File: config.mk
export PLATFORM = sky130hd
export DESIGN_NAME = mec_ctrl
export DESIGN_NICKNAME = d
export VERILOG_FILES = /design/src/sv/mec_pkg.sv /design/src/sv/mec_ctrl.sv
export SDC_FILE = /design/constraint.sdc
export NUM_CORES = 1
export LEC_CHECK = 0
export ABC_AREA = 1
export BUFFER_PORTS_ARGS = -buffer_cell sky130_fd_sc_hd__buf_2
export CORE_AREA = 8 8 45 47
export DETAILED_ROUTE_END_ITERATION = 10
export DIE_AREA = 0 0 53 55
export SYNTH_ARGS = -nofsm -noshare
export SYNTH_HDL_FRONTEND = slang
export SYNTH_SLANG_ARGS = --single-unit
File: constraint.sdc
create_clock -name i_clk -period 0.9 [get_ports i_clk]
set_input_delay 0.045 -clock i_clk [delete_from_list [all_inputs] [get_ports i_clk]]
set_output_delay 0.045 -clock i_clk [all_outputs]
set_load 0.005 [all_outputs]
File: src/sv/mec_pkg.sv
`timescale 1ns / 1ps
`default_nettype none
// ----------------------------------------------------------------------------
// mec_pkg - shared types and constants of the escape count unit
// Formats, register indexes, payload structs, controller states and the
// command/status bundles between controller and datapath.
// ----------------------------------------------------------------------------
package mec_pkg;

    localparam int FRAC_BITS  = 28;            // fraction bits of c, z and |z|^2
    localparam int ITER_BITS  = 16;            // bits of the iteration counter
    localparam int C_W        = 32;            // width of a c component
    localparam int LIM_W      = 16;            // width of the iteration limit
    localparam int MAG_W      = 36;            // width of |z|^2 and bailout
    localparam int Z_W        = 39;            // width of a z component
    localparam int OP_W       = 33;            // multiplier operand width
    localparam int P_W        = 2 * OP_W;      // multiplier product width
    localparam int Q_W        = 37;            // width of cardioid/bulb terms
    localparam int CFG_IDX_W  = 4;
    localparam int CFG_DATA_W = 36;

    localparam logic [CFG_IDX_W-1:0] REG_ITER_LIMIT = CFG_IDX_W'(0);
    localparam logic [CFG_IDX_W-1:0] REG_BAILOUT_SQ = CFG_IDX_W'(1);

    localparam logic [LIM_W-1:0] LIMIT_RESET   = LIM_W'(256);
    localparam logic [MAG_W-1:0] BAILOUT_RESET = MAG_W'(64'd1 << 30);

    typedef struct packed {
        logic signed [C_W-1:0] c_real;
        logic signed [C_W-1:0] c_imag;
    } t_point;

    typedef struct packed {
        logic             in_set;
        logic [LIM_W-1:0] iterations;
        logic [MAG_W-1:0] final_mag_sq;
    } t_result;

    typedef enum logic [2:0] {
        ST_IDLE,
        ST_PRE_MUL,
        ST_PRE_EVAL,
        ST_CARD_MUL,
        ST_CARD_EVAL,
        ST_ITER_MUL,
        ST_ITER_EVAL,
        ST_DONE
    } t_state;

    typedef enum logic [1:0] {
        MUL_PRE,
        MUL_CARD,
        MUL_ITER
    } t_mul_sel;

    typedef struct packed {
        logic     load;
        logic     mul_en;
        t_mul_sel mul_sel;
        logic     pre_eval;
        logic     iter_step;
        logic     hit_done;
        logic     loop_done;
    } t_dp_cmd;

    typedef struct packed {
        logic trivial_hit;
        logic loop_go;
    } t_dp_sts;

endpackage
`default_nettype wire

File: src/sv/mec_ctrl.sv
`timescale 1ns / 1ps
`default_nettype none
// ----------------------------------------------------------------------------
// mec_ctrl - sequencer of the escape count unit
// Steps one point through the cardioid/bulb test and the iteration loop,
// issuing datapath commands and presenting the result strobe.
// ----------------------------------------------------------------------------
module mec_ctrl (
    input  wire               i_clk,
    input  wire               i_rst_n,
    input  wire               i_start,
    input  mec_pkg::t_dp_sts  i_sts,
    output mec_pkg::t_dp_cmd  o_cmd,
    output logic              o_busy,
    output logic              o_result_valid
);
    import mec_pkg::*;

    t_state r_state, n_state;

    always_ff @(posedge i_clk) begin
        if (!i_rst_n) begin
            r_state <= ST_IDLE;
        end else begin
            r_state <= n_state;
        end
    end

    always_comb begin
        n_state        = r_state;
        o_cmd          = '0;
        o_cmd.mul_sel  = MUL_PRE;
        o_busy         = 1'b1;
        o_result_valid = 1'b0;
        case (r_state)
            ST_IDLE: begin
                // refuse points while reset is held
                o_busy = !i_rst_n;
                if (i_start && i_rst_n) begin
                    o_cmd.load = 1'b1;
                    n_state    = ST_PRE_MUL;
                end
            end
            ST_PRE_MUL: begin
                o_cmd.mul_en  = 1'b1;
                o_cmd.mul_sel = MUL_PRE;
                n_state       = ST_PRE_EVAL;
            end
            ST_PRE_EVAL: begin
                o_cmd.pre_eval = 1'b1;
                n_state        = ST_CARD_MUL;
            end
            ST_CARD_MUL: begin
                o_cmd.mul_en  = 1'b1;
                o_cmd.mul_sel = MUL_CARD;
                n_state       = ST_CARD_EVAL;
            end
            ST_CARD_EVAL: begin
                if (i_sts.trivial_hit) begin
                    o_cmd.hit_done = 1'b1;
                    n_state        = ST_DONE;
                end else begin
                    n_state = ST_ITER_MUL;
                end
            end
            ST_ITER_MUL: begin
                o_cmd.mul_en  = 1'b1;
                o_cmd.mul_sel = MUL_ITER;
                n_state       = ST_ITER_EVAL;
            end
            ST_ITER_EVAL: begin
                // advance z while below bailout and limit, else drop out
                if (i_sts.loop_go) begin
                    o_cmd.iter_step = 1'b1;
                    n_state         = ST_ITER_MUL;
                end else begin
                    o_cmd.loop_done = 1'b1;
                    n_state         = ST_DONE;
                end
            end
            ST_DONE: begin
                o_result_valid = 1'b1;
                n_state        = ST_IDLE;
            end
            default: begin
                n_state = ST_IDLE;
            end
        endcase
    end

endmodule
`default_nettype wire

==> results.txt <==
The run finished, with violations left. The final reports fail on setup timing. For this run, the number of Yosys warnings is 0.

VDD sags by at most 617 µV. For flop-to-flop paths, the worst setup slack is -0.12 ns. The I/O pin count came out at 15. The depth of the worst register-to-register path came out at 6.

STA classifies the critical path startpoint as a register. The synthesized net count is 40. The worst register-to-register path ends at r_state[0]. Entering global routing, the biggest net connects 7 pins. The share of layout cells above drive strength 1 is 75.8%. For the pin with the worst max-slew slack, the measured transition is 0.150 ns. The number of antenna violations at the first check in global routing came out at 0.

The flip-flop count of the largest register after layout came out at 3. The CTS tree is done. The final period utilization is 117%.

The final weighted congestion in routability-driven placement came out at 0.718. The vias after detailed routing came out at 333. The signed area change from the synthesized netlist to the final layout is 159%.

The hold violation count in the final report came to 0. Summed over all instances, the cell type with the most area after synthesis is sky130_fd_sc_hd__dfxtp_1. Setup violations remaining at the end of the flow were counted as 12. The number of storage elements in the synthesis netlist is 3. The first-pass detailed-route iteration total is 2.

Across all hold checks on the routed design, the worst slack comes to 0.0785 ns. In this run the worst setup path begins at r_state[0]. The hold-critical path depth is 3. Synthesis produced 35 cells. The sequential element share of the synthesized area is 30.0%. The clock arrives with 0.00250 ns of skew.

The kind of path behind the tightest hold check is primary input to register. The depth of the CTS H-tree is 1. The full die area came out at 2920 µm². The leakage component of the power is 0.298 nW. The DRC violation total after the first TritonRoute iteration came out at 3. In the final layout, the registers with the most flip-flops are r_state x3. The final non-filler cell area came out at 518 µm². In the post-route analysis, the smallest setup slack over all paths is -0.157 ns. The number of violations of the max-capacitance limit is 0. Following the worst setup path forward leads to its endpoint at o_cmd[3]. The post-detailed-route via-to-cell ratio came out at 4.06.

The post-place instance area came out at 335 µm². A synthesized cell averages 5.72 µm². The total of fill cells in the finished design is 150. The number of distinct standard cells referenced by the synthesized netlist is 11. The share of synthesized registers carrying an async set or reset came out at 0%. The endpoint type of the worst setup path is an output port. Clock-pin slew was measured on the worst setup and hold paths at 0.03 ns. Subtracting the final worst setup slack from the clock period gives 1.06 ns. Wires add up to 800 µm.

The number of enable-type register cells in the synthesized netlist is 0. The number of max-slew violations in the final report came to 0. The port buffer count came out at 14. The detailed-route wire length per cell came out at 9.76 µm. The netlist area before placement came out at 200 µm². The initial utilization of the core area, before any placement, comes to 14.5%. The antenna diode instance count came out at 0. The via count of the first global-routing pass is 286.

The remaining routing DRC violations came out at 0. The number of rows created at floorplan came out at 14. Dividing total power by cell area gives a power density of 1360 nW/µm². The all-layer global routing usage came out at 5.62%. The maximum clock frequency came out at 0.946 GHz. The layout net count came out at 72.

Cells fill 37.4% of the core in the end. For the worst setup path, the data required time is 0.85 ns. In this run the clock root is driven by a sky130_fd_sc_hd__clkbuf_4. The number of clock sinks came out at 3. The detailed-placement wirelength estimate came out at 534 µm. The height of the die came out at 55 µm. The floorplan step defined a core boundary enclosing 1380 µm². In the synthesized netlist the dominant register cell turns out to be sky130_fd_sc_hd__dfxtp_1. Setup repair after global routing could not meet its margin everywhere.

The largest register by flop count is r_state. The critical path is of the register to output port type. The final antenna-violating net count is 0.

The top cell type's share of synthesized area came out at 30.0%. In this run the tightest slew margin relative to its limit is 90.0%. The commonest cells after synthesis are 8 x sky130_fd_sc_hd__inv_1, 8 x sky130_fd_sc_hd__nor2_1, 6 x sky130_fd_sc_hd__nand2_1. The number of buffers inserted for hold repair after clock tree synthesis came out at 0. In the post-synthesis netlist, the biggest area contributors are sky130_fd_sc_hd__dfxtp_1 30%, sky130_fd_sc_hd__inv_1 15%, sky130_fd_sc_hd__nor2_1 15%, sky130_fd_sc_hd__nand2_1 11%, sky130_fd_sc_hd__nand3_1 7.5%.

The number of buffers created by CTS came out at 3. The clock tree buffer depth is 2. The die width is 53 µm. The top fanout value on the critical path came out at 4. Overall power consumption after layout is estimated at 0.000704 W. For the worst setup path, the data arrival time is 1.01 ns. The first-pass GRT wire length is 1140 µm.

The start of the worst register-to-register path is r_state[0]. The clock network latency to the later pin of the worst-skew pair came out at 0.24 ns. The residual overflow from global routing is 0.
-- placed cells by master, fill, tap and decap left out, drive strengths merged --
| cell type | n |
|---|---|
| buf | 27 |
| inv | 9 |
| nor2 | 9 |
| nand2 | 6 |
| nand3 | 4 |
| clkbuf | 4 |
| dfxtp | 3 |
| a21oi | 2 |
| nor3 | 1 |
| o211ai | 1 |
-- final cells by class --
| type | count | area, µm² | area share, % |
|---|---|---|---|
| clock buffer | 4 | 26.3 | 5.07 |
| tap | 16 | 20.0 | 3.86 |
| timing repair buffer | 27 | 204 | 39.4 |
| inverter | 9 | 38.8 | 7.49 |
| multi-input combinational | 23 | 158 | 30.4 |
| sequential | 3 | 71.3 | 13.8 |
-- layer usage --
layer | share of wire (%) | vias up | global-route usage, %
met1 | 32 | 151 | 4.24
li1 | - | 166 | -
met3 | 13 | 5 | 3.74
met5 | 0 | - | 0
met4 | 3.5 | 0 | 5.17
met2 | 51 | 11 | 9.57
-- critical path, cell delays in order (launching register included) --
cell and delay, ns:
sky130_fd_sc_hd__dfxtp_4 0.36, sky130_fd_sc_hd__inv_4 0.08, sky130_fd_sc_hd__nand3_2 0.10, sky130_fd_sc_hd__buf_6 0.12, sky130_fd_sc_hd__inv_2 0.04, sky130_fd_sc_hd__buf_6 0.08
-- where the power goes --
part           leakage, nW  internal [W]  switching, W  total, W
clock network       0.0150      0.000166     0.0000713  0.000237
logic                0.256      0.000164      0.000115  0.000278
registers           0.0267      0.000151     0.0000370  0.000188
total                0.298      0.000480      0.000223  0.000704
-- how the worst min path moves through the flow --
stage	from	end	slack [ns]
after global placement	i_start	r_state[0]	0.31
after floorplan	i_sts[0]	o_cmd[0]	0.12
final	i_start	r_state[0]	0.08
after global routing	i_start	r_state[0]	0.09
after CTS	i_start	r_state[0]	0.08
after detailed placement	i_start	r_state[0]	0.32
-- kinds of logic (layout without fill, tap and decap cells) --
| family | after synthesis | in the layout | share of synthesized area [%] |
|---|---|---|---|
| flip-flops | 3 | 3 | 30.0 |
| AND/OR/NAND/NOR | 20 | 20 | 44.4 |
| buffers and inverters | 9 | 40 | 16.9 |
| AO/OA/AOI/OAI | 3 | 3 | 8.75 |
-- through the flow --
stage                     TNS, ns  setup WS [ns]  cells
final                       -1.40         -0.157     82
after global routing        -2.07         -0.210     82
after CTS                   -1.43         -0.153     80
after detailed placement   -0.154         -0.101     71
after global placement     -0.138        -0.0796     71
after floorplan                 0         0.0240     35
-- repair_timing --
action,CTS,global route
resized for setup,24,10
hold endpoints to repair,0,0
buffers inserted,6,3
endpoints found under the setup margin,12,12
pin swaps,3,4
(Power assumes the default switching activity.)
